--- config.mk ---
export PLATFORM = sky130hd
export DESIGN_NAME = sm3_hash_engine_flat
export DESIGN_NICKNAME = d
export VERILOG_FILES = /design/src/hdl/sm3_pkg.sv /design/src/hdl/sm3_req_if.sv /design/src/hdl/sm3_rsp_if.sv /design/src/hdl/sm3_hash_engine.sv /design/src/flat_wrapper.sv
export VERILOG_INCLUDE_DIRS = /design/src /design/src/hdl
export SDC_FILE = /design/constraint.sdc
export NUM_CORES = 2
export LEC_CHECK = 0
export ABC_CLOCK_PERIOD_IN_PS = 19100
export BUFFER_PORTS_ARGS = -buffer_cell sky130_fd_sc_hd__clkbuf_2
export CAP_MARGIN = 20
export CORE_ASPECT_RATIO = 0.7
export CORE_UTILIZATION = 33
export DETAILED_ROUTE_END_ITERATION = 7
export PLACE_DENSITY = 0.47
export REMOVE_ABC_BUFFERS = 1
export SLEW_MARGIN = 20
export SYNTH_ARGS = -nofsm -noshare
export SYNTH_HDL_FRONTEND = slang
export SYNTH_SLANG_ARGS = --single-unit
--- constraint.sdc ---
create_clock -name clock -period 19.1 [get_ports clock]
set_input_delay 0.955 -clock clock [delete_from_list [all_inputs] [get_ports clock]]
set_output_delay 0.955 -clock clock [all_outputs]
set_load 0.01 [all_outputs]
--- src/hdl/sm3_hash_engine_macros.svh ---
// ----------------------------------------------------------------------------
// SM3 hash engine assertion macros
// Shorthand for the concurrent checks of the hash engine.
// ----------------------------------------------------------------------------
`ifndef SM3_HASH_ENGINE_MACROS_SVH
`define SM3_HASH_ENGINE_MACROS_SVH

// check in the same cycle
`define SM3_ASSERT_SAME(label, clk, rst, ante, cons, msg) \
   label: assert property (@(posedge clk) disable iff (rst) (ante) |-> (cons)) else $error(msg);

// check in the following cycle
`define SM3_ASSERT_NEXT(label, clk, rst, ante, cons, msg) \
   label: assert property (@(posedge clk) disable iff (rst) (ante) |=> (cons)) else $error(msg);

`endif

--- src/hdl/sm3_pkg.sv ---
// ----------------------------------------------------------------------------
// SM3 package
// Types, constants and round helper functions of the SM3 hash engine.
// ----------------------------------------------------------------------------
package sm3_pkg;

   typedef logic [31:0]      word_type;
   typedef logic [7:0]       byte_type;
   typedef logic [0:7][31:0] cv_type;

   typedef enum logic {
      CMD_ABSORB = 1'b0,
      CMD_FINISH = 1'b1
   } cmd_type;

   localparam word_type T_LOW    = 32'h79CC4519;
   localparam word_type T_HIGH   = 32'h7A879D8A;
   localparam byte_type PAD_BYTE = 8'h80;
   localparam logic [5:0] LEN_POS   = 6'd56;
   localparam logic [5:0] LAST_FILL = 6'd63;
   localparam logic [5:0] LAST_ROUND = 6'd63;
   localparam logic [2:0] LAST_WORD = 3'd7;

   localparam cv_type IV = {
      32'h7380166F, 32'h4914B2B9, 32'h172442D7, 32'hDA8A0600,
      32'hA96F30BC, 32'h163138AA, 32'hE38DEE4D, 32'hB0FB0E4E
   };

   function automatic word_type rol32(input word_type x, input logic [4:0] r);
      logic [63:0] d;
      d = {x, x} << r;
      return d[63:32];
   endfunction

   function automatic word_type perm0(input word_type x);
      return x ^ rol32(x, 5'd9) ^ rol32(x, 5'd17);
   endfunction

   function automatic word_type perm1(input word_type x);
      return x ^ rol32(x, 5'd15) ^ rol32(x, 5'd23);
   endfunction

   function automatic word_type t_rot(input logic [5:0] j);
      return rol32((j[5:4] == 2'b00) ? T_LOW : T_HIGH, j[4:0]);
   endfunction

endpackage

--- src/hdl/sm3_req_if.sv ---
// ----------------------------------------------------------------------------
// SM3 request channel
// Valid/ready channel carrying one command and one message byte.
// ----------------------------------------------------------------------------
interface sm3_req_if;
   import sm3_pkg::*;

   logic     valid;
   logic     ready;
   cmd_type  command;
   byte_type data_byte;

   modport source (output valid, output command, output data_byte, input ready);
   modport sink   (input valid, input command, input data_byte, output ready);

endinterface

--- src/hdl/sm3_rsp_if.sv ---
// ----------------------------------------------------------------------------
// SM3 response channel
// Valid/ready channel carrying one digest word with its position.
// ----------------------------------------------------------------------------
interface sm3_rsp_if;
   import sm3_pkg::*;

   logic       valid;
   logic       ready;
   word_type   digest_word;
   logic [2:0] word_index;
   logic       last_word;

   modport source (output valid, output digest_word, output word_index,
                   output last_word, input ready);
   modport sink   (input valid, input digest_word, input word_index,
                   input last_word, output ready);

endinterface

--- src/hdl/sm3_hash_engine.sv ---
// ----------------------------------------------------------------------------
// SM3 hash engine
// Streaming SM3 hash with one shared round unit under a small sequencer.
//
// req_chan takes one item per transfer: command CMD_ABSORB adds data_byte
// to the message, CMD_FINISH pads the message and starts the digest.
// rsp_chan returns the digest as eight 32-bit words, word_index 0 first,
// last_word set on word 7.
// An absorbed byte enters the block window; the byte that completes a 64-byte
// block starts the rounds of the shared round unit. A finish pads one byte per
// cycle through the same byte path, pausing for the rounds of each block it
// completes (one or two blocks), then presents
// the eight words, one per cycle while rsp_chan.ready is high.
// While the round unit runs, no new byte is taken.
// req_chan.ready is high only while the engine waits for an item.
// A stalled receiver holds the current digest word; nothing is lost.
// After word 7 transfers, the chaining value returns to the initial
// value and a new message may start. Synchronous reset does the same.
// ----------------------------------------------------------------------------
`include "sm3_hash_engine_macros.svh"

module sm3_hash_engine (
   input logic clock,
   input logic reset,
   sm3_req_if.sink   req_chan,
   sm3_rsp_if.source rsp_chan
);
   import sm3_pkg::*;

   typedef enum logic [3:0] {
      S_IDLE  = 4'b0001,
      S_ROUND = 4'b0010,
      S_PAD   = 4'b0100,
      S_OUT   = 4'b1000
   } state_type;

   state_type    state_ff, state_in;
   logic [5:0]   fill_ff, fill_in;
   logic [63:0]  bitcnt_ff, bitcnt_in;
   logic [511:0] win_ff, win_in;
   cv_type       v_ff, v_in;
   cv_type       cv_ff, cv_in;
   logic [5:0]   round_ff, round_in;
   logic         fin_ff, fin_in;
   logic         mark_ff, mark_in;
   logic         len_ff, len_in;
   logic [2:0]   oidx_ff, oidx_in;

   logic         req_xfer, rsp_xfer;
   logic         push_en;
   byte_type     push_byte;
   logic [63:0]  len_shift;
   logic         use_len;

   word_type w0, w3, w4, w7, w10, w13, nw;
   word_type a12, ss1, ss2, fv, gv, tt1, tt2;
   cv_type   vnext;

   assign req_xfer = req_chan.valid & req_chan.ready;
   assign rsp_xfer = rsp_chan.valid & rsp_chan.ready;

   assign req_chan.ready       = (state_ff == S_IDLE);
   assign rsp_chan.valid       = (state_ff == S_OUT);
   assign rsp_chan.digest_word = cv_ff[oidx_ff];
   assign rsp_chan.word_index  = oidx_ff;
   assign rsp_chan.last_word   = (oidx_ff == LAST_WORD);

   assign len_shift = bitcnt_ff >> {~fill_ff[2:0], 3'b000};
   assign use_len   = len_ff | (fill_ff == LEN_POS);

   always_comb begin
      if (!mark_ff) begin
         push_byte = PAD_BYTE;
      end else if (use_len) begin
         push_byte = len_shift[7:0];
      end else begin
         push_byte = 8'h00;
      end
      if (state_ff == S_IDLE) begin
         push_byte = req_chan.data_byte;
      end
   end

   assign push_en = (req_xfer & (req_chan.command == CMD_ABSORB)) | (state_ff == S_PAD);

   assign w0  = win_ff[511:480];
   assign w3  = win_ff[415:384];
   assign w4  = win_ff[383:352];
   assign w7  = win_ff[287:256];
   assign w10 = win_ff[191:160];
   assign w13 = win_ff[95:64];
   assign nw  = perm1(w0 ^ w7 ^ rol32(w13, 5'd15)) ^ rol32(w3, 5'd7) ^ w10;

   always_comb begin
      a12 = rol32(v_ff[0], 5'd12);
      ss1 = rol32(a12 + v_ff[4] + t_rot(round_ff), 5'd7);
      ss2 = ss1 ^ a12;
      if (round_ff[5:4] == 2'b00) begin
         fv = v_ff[0] ^ v_ff[1] ^ v_ff[2];
         gv = v_ff[4] ^ v_ff[5] ^ v_ff[6];
      end else begin
         fv = (v_ff[0] & v_ff[1]) | (v_ff[0] & v_ff[2]) | (v_ff[1] & v_ff[2]);
         gv = (v_ff[4] & v_ff[5]) | (~v_ff[4] & v_ff[6]);
      end
      tt1 = fv + v_ff[3] + ss2 + (w0 ^ w4);
      tt2 = gv + v_ff[7] + ss1 + w0;
      vnext = {tt1, v_ff[0], rol32(v_ff[1], 5'd9), v_ff[2],
               perm0(tt2), v_ff[4], rol32(v_ff[5], 5'd19), v_ff[6]};
   end

   always_comb begin
      state_in  = state_ff;
      fill_in   = fill_ff;
      bitcnt_in = bitcnt_ff;
      win_in    = win_ff;
      v_in      = v_ff;
      cv_in     = cv_ff;
      round_in  = round_ff;
      fin_in    = fin_ff;
      mark_in   = mark_ff;
      len_in    = len_ff;
      oidx_in   = oidx_ff;

      if (push_en) begin
         win_in  = {win_ff[503:0], push_byte};
         fill_in = fill_ff + 6'd1;
         if (fill_ff == LAST_FILL) begin
            state_in = S_ROUND;
            round_in = 6'd0;
            v_in     = cv_ff;
         end
      end

      case (state_ff)
         S_IDLE: begin
            if (req_xfer) begin
               if (req_chan.command == CMD_ABSORB) begin
                  bitcnt_in = bitcnt_ff + 64'd8;
               end else begin
                  fin_in   = 1'b1;
                  mark_in  = 1'b0;
                  len_in   = 1'b0;
                  state_in = S_PAD;
               end
            end
         end
         S_PAD: begin
            mark_in = 1'b1;
            if (mark_ff && (fill_ff == LEN_POS)) begin
               len_in = 1'b1;
            end
         end
         S_ROUND: begin
            v_in     = vnext;
            win_in   = {win_ff[479:0], nw};
            round_in = round_ff + 6'd1;
            if (round_ff == LAST_ROUND) begin
               round_in = 6'd0;
               oidx_in  = 3'd0;
               for (int i = 0; i < 8; i++) begin
                  cv_in[i] = cv_ff[i] ^ vnext[i];
               end
               if (!fin_ff) begin
                  state_in = S_IDLE;
               end else if (len_ff) begin
                  state_in = S_OUT;
               end else begin
                  state_in = S_PAD;
               end
            end
         end
         S_OUT: begin
            if (rsp_xfer) begin
               oidx_in = oidx_ff + 3'd1;
               if (oidx_ff == LAST_WORD) begin
                  cv_in     = IV;
                  bitcnt_in = 64'd0;
                  fill_in   = 6'd0;
                  fin_in    = 1'b0;
                  mark_in   = 1'b0;
                  len_in    = 1'b0;
                  state_in  = S_IDLE;
               end
            end
         end
         default: begin
            state_in = S_IDLE;
         end
      endcase
   end

   always_ff @(posedge clock) begin
      if (reset) begin
         state_ff  <= S_IDLE;
         fill_ff   <= 6'd0;
         bitcnt_ff <= 64'd0;
         cv_ff     <= IV;
         round_ff  <= 6'd0;
         fin_ff    <= 1'b0;
         mark_ff   <= 1'b0;
         len_ff    <= 1'b0;
         oidx_ff   <= 3'd0;
      end else begin
         state_ff  <= state_in;
         fill_ff   <= fill_in;
         bitcnt_ff <= bitcnt_in;
         cv_ff     <= cv_in;
         round_ff  <= round_in;
         fin_ff    <= fin_in;
         mark_ff   <= mark_in;
         len_ff    <= len_in;
         oidx_ff   <= oidx_in;
      end
   end

   always_ff @(posedge clock) begin
      win_ff <= win_in;
      v_ff   <= v_in;
   end

   `SM3_ASSERT_SAME(a_out_block_empty, clock, reset, (state_ff == S_OUT), (fill_ff == 6'd0 && len_ff), "digest shown with partial block")
   `SM3_ASSERT_SAME(a_round_idle_zero, clock, reset, (round_ff != 6'd0), (state_ff == S_ROUND), "round counter moved outside rounds")
   `SM3_ASSERT_NEXT(a_digest_clears, clock, reset, (rsp_xfer && rsp_chan.last_word), (state_ff == S_IDLE && bitcnt_ff == 64'd0 && cv_ff == IV), "state not restored after digest")
   `SM3_ASSERT_NEXT(a_block_starts_rounds, clock, reset, (req_xfer && req_chan.command == CMD_ABSORB && fill_ff == LAST_FILL), (state_ff == S_ROUND && round_ff == 6'd0), "full block did not start compression")

endmodule

--- src/flat_wrapper.sv ---
// flat-port wrapper written by rule: the top's interface ports become plain ports
module sm3_hash_engine_flat import sm3_pkg::*;
  (clock, reset, req_chan_valid, req_chan_command, req_chan_data_byte, req_chan_ready, rsp_chan_valid, rsp_chan_digest_word, rsp_chan_word_index, rsp_chan_last_word, rsp_chan_ready);
  sm3_req_if req_chan_i ();
  sm3_rsp_if rsp_chan_i ();
  input logic clock;
  input logic reset;
  input wire logic [$bits(req_chan_i.valid)-1:0] req_chan_valid;
  input wire logic [$bits(req_chan_i.command)-1:0] req_chan_command;
  input wire logic [$bits(req_chan_i.data_byte)-1:0] req_chan_data_byte;
  output wire logic [$bits(req_chan_i.ready)-1:0] req_chan_ready;
  output wire logic [$bits(rsp_chan_i.valid)-1:0] rsp_chan_valid;
  output wire logic [$bits(rsp_chan_i.digest_word)-1:0] rsp_chan_digest_word;
  output wire logic [$bits(rsp_chan_i.word_index)-1:0] rsp_chan_word_index;
  output wire logic [$bits(rsp_chan_i.last_word)-1:0] rsp_chan_last_word;
  input wire logic [$bits(rsp_chan_i.ready)-1:0] rsp_chan_ready;
  assign req_chan_i.valid = req_chan_valid;
  assign req_chan_i.command = req_chan_command;
  assign req_chan_i.data_byte = req_chan_data_byte;
  assign req_chan_ready = req_chan_i.ready;
  assign rsp_chan_valid = rsp_chan_i.valid;
  assign rsp_chan_digest_word = rsp_chan_i.digest_word;
  assign rsp_chan_word_index = rsp_chan_i.word_index;
  assign rsp_chan_last_word = rsp_chan_i.last_word;
  assign rsp_chan_i.ready = rsp_chan_ready;
  sm3_hash_engine u_core (.clock(clock), .reset(reset), .req_chan(req_chan_i), .rsp_chan(rsp_chan_i));
endmodule
# --- Yosys cells after proc, flatten, opt, wreduce, memory -nomap -nowiden ---
# Cells that the tools add are included.
op_classes:
  addsub: 12
  n_lt_le_gt_ge: 1
  n_eq_ne: 15
  n_shift: 2
  n_mux: 54
  bitwise_logic: 39
  reduce_logical: 14
op_table:
  columns: ["cell", "n"]
  rows:
  - ["$mux W256", 6]
  - ["$mux W512", 2]
  - ["$xor A32 B32 Y32", 22]
  - ["$pmux W256 S2", 1]
  - ["$add A32 B32 Y32", 8]
  - ["$mux W64", 4]
  - ["$and A32 B32 Y32", 5]
  - ["$mux W32", 4]
  - ["$pmux W64 S2", 1]
  - ["$bmux W32 S3", 1]
  - ["$or A32 B32 Y32", 3]
  - ["$add A64 B4 Y64 const B", 1]
  - ["$shl A64 B5 Y64", 1]
  - ["$shr A64 B6 Y8", 1]
  - ["$mux W6", 8]
  - ["$mux W4", 9]
  - ["$not A32 Y32", 1]
  - ["$mux W26", 1]
  - ["$mux W8", 3]
  - ["$eq A6 B6 Y1 const B", 3]
  - ["$pmux W4 S4", 1]
  - ["$reduce_and A5 Y1", 3]
  - ["$add A6 B1 Y6 const B", 2]
  - ["$ne A2 B2 Y1 const B", 6]
  - ["26 further kinds", 40]
word_totals:
  register_bits: 1110
  input_bits: 13
  output_inout_bits: 38
  word_cells: 162

# --- Longest topological paths before layout ---
depth:
  ltp_word: 12
  mapped_depth: 43
  depth_no_buf: 39

# --- Worst setup path before layout ---
# No wires, ideal clock.
synth_timing:
  kind: "register to register"
  from: "reg u_core.state_ff[2]"
  to: "reg u_core.win_ff[0], enable pin"
  setup_ps: 4894
  arrival_time_ps: 12751
  required_time_ps: 14206
  setup_slack_ps: 1455
  path_stages_with_launch: 7
  path_buffers: 3
  period_less_slack_ps: 17645
  path_cell_list: "dfxtp_1 > nor2_1 > nand3b_1 > clkbuf_1 > clkbuf_1 > clkbuf_1 > nand3_1"
synth_via:
  elab_chain_cells: 5
  elab_cells_between_ends: 7
  cone_classes: "eq/ne (3); bitwise (3); reduce/logical (1)"
synth_lines:
  columns: ["item", "line_no", "rtl"]
  rows:
  - ["start: declaration", "sm3_hash_engine.sv:37", "state_type state_ff, state_in;"]
  - ["start signal: assignment", "sm3_hash_engine.sv:204", "state_ff <= state_in;"]
  - ["$eq A4 B1 Y1", "sm3_hash_engine.sv:62", "assign req_chan.ready = (state_ff == S_IDLE);"]
  - ["$and A1 B1 Y1", "sm3_hash_engine.sv:59", "assign req_xfer = req_chan.valid & req_chan.ready;"]
  - ["$and A1 B1 Y1", "sm3_hash_engine.sv:84", "assign push_en = (req_xfer & (req_chan.command == CMD_ABSORB)) | (state_ff == S_PAD);"]
  - ["$or A1 B1 Y1", "sm3_hash_engine.sv:84", null]
  - ["$reduce_bool A2 Y1 (no line) (*)", null, null]
  - ["end signal: assignment", "sm3_hash_engine.sv:217", "win_ff <= win_in;"]
  - ["end: declaration", "sm3_hash_engine.sv:40", "logic [511:0] win_ff, win_in;"]
# Every way passes the cells marked *; elsewhere a longest branch is shown, timed or not.
# A chain may end at the register's enable or synchronous reset.

# --- Final worst setup path ---
layout_timing:
  from: "reg u_core.round_ff[5]"
  to: "reg u_core.cv_ff[97] in the netlist's numbering"
layout_via:
  elab_chain_cells: 11
  elab_cells_between_ends: 16
  cone_classes: "add/sub (4); eq/ne (2); shift (1); mux (4); bitwise (3); reduce/logical (2)"
layout_lines:
  columns: ["item", "line_no", "rtl"]
  rows:
  - ["start: declaration", "sm3_hash_engine.sv:43", "logic [5:0] round_ff, round_in;"]
  - ["start signal: assignment", "sm3_hash_engine.sv:208", "round_ff <= round_in;"]
  - ["$logic_not A2 Y1", "sm3_pkg.sv:44, sm3_hash_engine.sv:98", null]
  - ["$mux W26", "sm3_pkg.sv:44", "return rol32((j[5:4] == 2'b00) ? T_LOW : T_HIGH, j[4:0]);"]
  - ["$shl A64 B5 Y64", "sm3_pkg.sv:31", "d = {x, x} << r;"]
  - ["$add A32 B32 Y32", "sm3_hash_engine.sv:96", "ss1 = rol32(a12 + v_ff[4] + t_rot(round_ff), 5'd7);"]
  - ["$add A32 B32 Y32 (2 in a row)", "sm3_hash_engine.sv:106", "tt2 = gv + v_ff[7] + ss1 + w0;"]
  - ["$xor A32 B32 Y32 (2 in a row)", "sm3_pkg.sv:36", "return x ^ rol32(x, 5'd9) ^ rol32(x, 5'd17);"]
  - ["$xor A32 B32 Y32", "sm3_hash_engine.sv:161", "cv_in[i] = cv_ff[i] ^ vnext[i];"]
  - ["$mux W256", "sm3_hash_engine.sv:157", "if (round_ff == LAST_ROUND) begin"]
  - ["$pmux W256 S2", "sm3_hash_engine.sv:134", "case (state_ff)"]
  - ["end signal: assignment", "sm3_hash_engine.sv:207", "cv_ff <= cv_in;"]
  - ["end: declaration", "sm3_hash_engine.sv:42", "cv_type cv_ff, cv_in;"]
# Parallel ways exist; a longest one is shown, timed or not. The select of a mux whose other input is x is not followed.

==> metrics.md <==
| Metric | Value |
|---|---|
| Status | finished clean |
| Root buffer cell | clkbuf_16 |
| Critical path startpoint | u_core.round_ff[5]$_SDFFE_PP0P_ |
| Cts hold-fix bufs | 0 |
| Post-Syn Area | 0.0631 mm2 |
| Io pins | 51 |
| Setup slack at placement | 8.83 ns |
| # rows | 133 |
| Ys flop type | edfxtp_1 |
| Placer's final routability congestion estimate | just under 1 |
| Worst reg2reg startpoint | u_core.round_ff[5]$_SDFFE_PP0P_ |
| Max-cap violation count | 0 |
| Crit path arrival time | 11.30 ns |
| Maximum fanout along the worst path | 32 |
| TritonCTS clock tree | built |
| Pleak | 28.0 nW |
| DRT Wirelength | 221 mm |
| Final hold vios | 0 |
| Slowest-stage cell, CP | o311ai_2 |
| RSZ-0062 raised after global routing | false |
| R2r endpoint | u_core.cv_ff[97]$_SDFFE_PP0P_ |
| Reg clk slew, reported paths | 0.07 ns |
| Fin Setup TNS | 0 ns |
| Post-detailed-placement half-perimeter wirelength | 160 mm |
| Grt total ovfl | 0 |
| PortBufs | 50 |
| Pwr Density | around 80 mW/mm2 |
| Largest net degree at the start of global routing | roughly 220 |
| Die height | 368 um |
| Critical path class | flip-flop to flip-flop |
| TritonCTS buffer count | 117 |
| WL per Instance | 24.0 um |
| Share of cells above drive strength 1 | 7.15% |
| Post-synth ARST share | 0% |
| Seq/Total Area, Yosys | 47.3% |
| Drt drc | 0 |
| Min cycle time layout | 10.60 ns |
| Htree depth | 3 |
| Worst Reg-to-Reg Cells | 33 |
| Area leader, netlist | edfxtp_1 |
| Die W | ~520 um |
| Post-synthesis cell type count | between 80 and 90 |
| FMAX | approximately 94 MHz |
| Largest stage delay, worst path | 0.92 ns |
| VDD IR max | 0.0662 mV |
| Pre-antenna DRT Iters | 8 |
| NumNets Final | 6914 |
| Clock Latency Late Sink | 0.79 ns |
| FF-to-FF setup slack | 8.50 ns |
| First-pass GRT wire length | 318 mm |
| Startpoint types | flip-flop |
| Setup violations, final | 0 |
| Die ar. | 0.193 mm2 |
| Total setup buffers inserted after CTS | 0 |
| ANT nets after route | 0 |
| Mean Syn Cell Area | 9.40 um2 |
| Slew Limit Fails | 0 |
| Starting density of the core | 33.4% |
| Yosys warns | 0 |
| Post-CTS Resized | 0 |
| Initial antenna violation count | 14 |
| Final worst slack | between 8 and 9 ns |
| Worst slew pin tran | 1.29 ns |
| Clock Sinks | 1107 |
| 1st-iter DRT viols | 5426 |
| Area growth syn-to-layout | 10.5% |
| Via count | 47400 |
| Final Skew | 0.0319 ns |
| Critical Path RT | 19.81 ns |
| Top cells by area, synth | edfxtp_1 37%, nand2_1 13%, dfxtp_1 11% |
| Via density | 5.14 |
| Hold Path Class | flip-flop to flip-flop |
| Max clock buf depth | 3 |
| Yosys top cell area share | 36.5% |
| GRT Overall Usage | 22.5% |
| Commonest cells in the netlist | 2268 x nand2_1, 768 x edfxtp_1, 431 x o21ai_0 |
| Slew HR | roughly 14% |
| Core area | 0.189 mm2 |
| Vias in the first global route | 44500 |
| Worst setup EP type | flip-flop |
| Period utilisation layout | 55.5% |
| CP Capture Point | u_core.cv_ff[97]$_SDFFE_PP0P_ |
| Post-Synthesis Cells | 6711 |
| Synth Register Bits | 1107 |
| Number of flops mapped to enable cells by yosys | 768 |
| Most common cell in the netlist | nand2_1 |
| # fillers | 18900 |
-- worst min path at each step --
stage,depth (start not counted),slack [ns],endpoint,start
after floorplan,2,0.46,u_core.bitcnt_ff[63]$_SDFFE_PP0P_,u_core.bitcnt_ff[63]$_SDFFE_PP0P_
after global placement,2,0.48,u_core.fin_ff$_SDFFE_PP0P_,u_core.fin_ff$_SDFFE_PP0P_
after detailed placement,2,0.49,u_core.bitcnt_ff[63]$_SDFFE_PP0P_,u_core.bitcnt_ff[63]$_SDFFE_PP0P_
after CTS,3,0.49,u_core.fin_ff$_SDFFE_PP0P_,req_chan_command
after global routing,2,0.54,u_core.cv_ff[103]$_SDFFE_PP1P_,u_core.cv_ff[103]$_SDFFE_PP1P_
final,2,0.49,u_core.bitcnt_ff[63]$_SDFFE_PP0P_,u_core.bitcnt_ff[63]$_SDFFE_PP0P_
-- worst max-delay path, delay by kind of cell (launching register included) --
family	cells	cell delay [ns]
AOI/OAI and AO/OA	16	4.59
adders and majority gates	6	2.48
buffers and inverters	4	1.01
and+or+nand+nor	4	0.92
xor gates and xnor gates	2	0.78
DFF	1	0.41
muxes	1	0.30
-- cell type report --
| type | count | area (um2) | share of cell area [%] |
|---|---|---|---|
| multi-input combinational | 4965 | 30900 | 44.3 |
| clock buffer | 157 | 3320 | 4.77 |
| antenna | 2 | 5.00 | 0.00718 |
| inverter | 310 | 1170 | 1.68 |
| tap | 2497 | 3120 | 4.48 |
| clock inverter | 67 | 597 | 0.856 |
| sequential | 1107 | 29900 | 42.8 |
| timing repair buffer | 109 | 781 | 1.12 |
-- cells by family after synthesis --
group	count (synthesis)	share of synthesized area (%)
adder cells (fa/ha/maj)	292	8.02
multiplexers	212	4.99
buffers and inverters	639	3.87
AND/OR/NAND/NOR	2931	18.8
AO/OA/AOI/OAI	933	8.48
flip-flops	1107	47.3
XOR/XNOR	597	8.55
-- power by group --
group          total [W]  switching, W  internal (W)
Clock            0.00238       0.00104       0.00134
Combinational   0.000663      0.000436      0.000227
Sequential       0.00270     0.0000598       0.00264
Total            0.00575       0.00154       0.00421
-- placed cells by master, fill, tap and decap left out, types with 73 or more instances in the layout --
cell / Yosys / layout
a21oi_1: 266 / 264
and3_1: 102 / 102
clkbuf_16: 0 / 122
dfxtp_1: 339 / 335
edfxtp_1: 768 / 768
fa_1: 188 / 188
ha_1: 103 / 103
inv_1: 306 / 305
mux2i_1: 87 / 87
mux4_2: 77 / 77
nand2_1: 2268 / 2267
nand3_1: 78 / 77
nor2_1: 294 / 294
o21ai_0: 431 / 431
or3_1: 73 / 73
xnor2_1: 378 / 375
xor2_1: 207 / 207
-- routing by layer --
layer / share of wire, % / global-route usage [%] / wire [um]
met4: 2.3 / 5.29 / 5100
met5: 0.0059 / 0 / 13
met3: 7.8 / 4.69 / 17200
met2: 40 / 31.1 / 88800
met1: 50 / 35.0 / 110000
-- stage by stage --
| step | power [W] | hold slack (ns) | instance area (um2) | util [%] | cells |
|---|---|---|---|---|---|
| 2_1_floorplan | 0.00322 | 0.455 | 61800 | - | 6382 |
| 3_3_place_gp | 0.00341 | 0.476 | 65800 | 34.8 | 8987 |
| 3_5_place_dp | 0.00341 | 0.487 | 65800 | 34.8 | 8988 |
| 4_1_cts | 0.00580 | 0.491 | 69700 | 36.9 | 9212 |
| 5_1_grt | 0.00595 | 0.537 | 69700 | 36.9 | 9212 |
| 6_report | 0.00575 | 0.493 | 69700 | 36.9 | 9214 |
-- flip-flops by register name (all words and copies together) (netlist names), 3 cells and up --
register,cells
u_core.win_ff,512
u_core.state_ff,4
u_core.fill_ff,6
u_core.round_ff,6
u_core.v_ff,224
u_core.rsp_chan.word_index,3
u_core.a12,32
u_core.bitcnt_ff,61
u_core.cv_ff,256
Note: power is estimated with default switching activity, not from simulation.
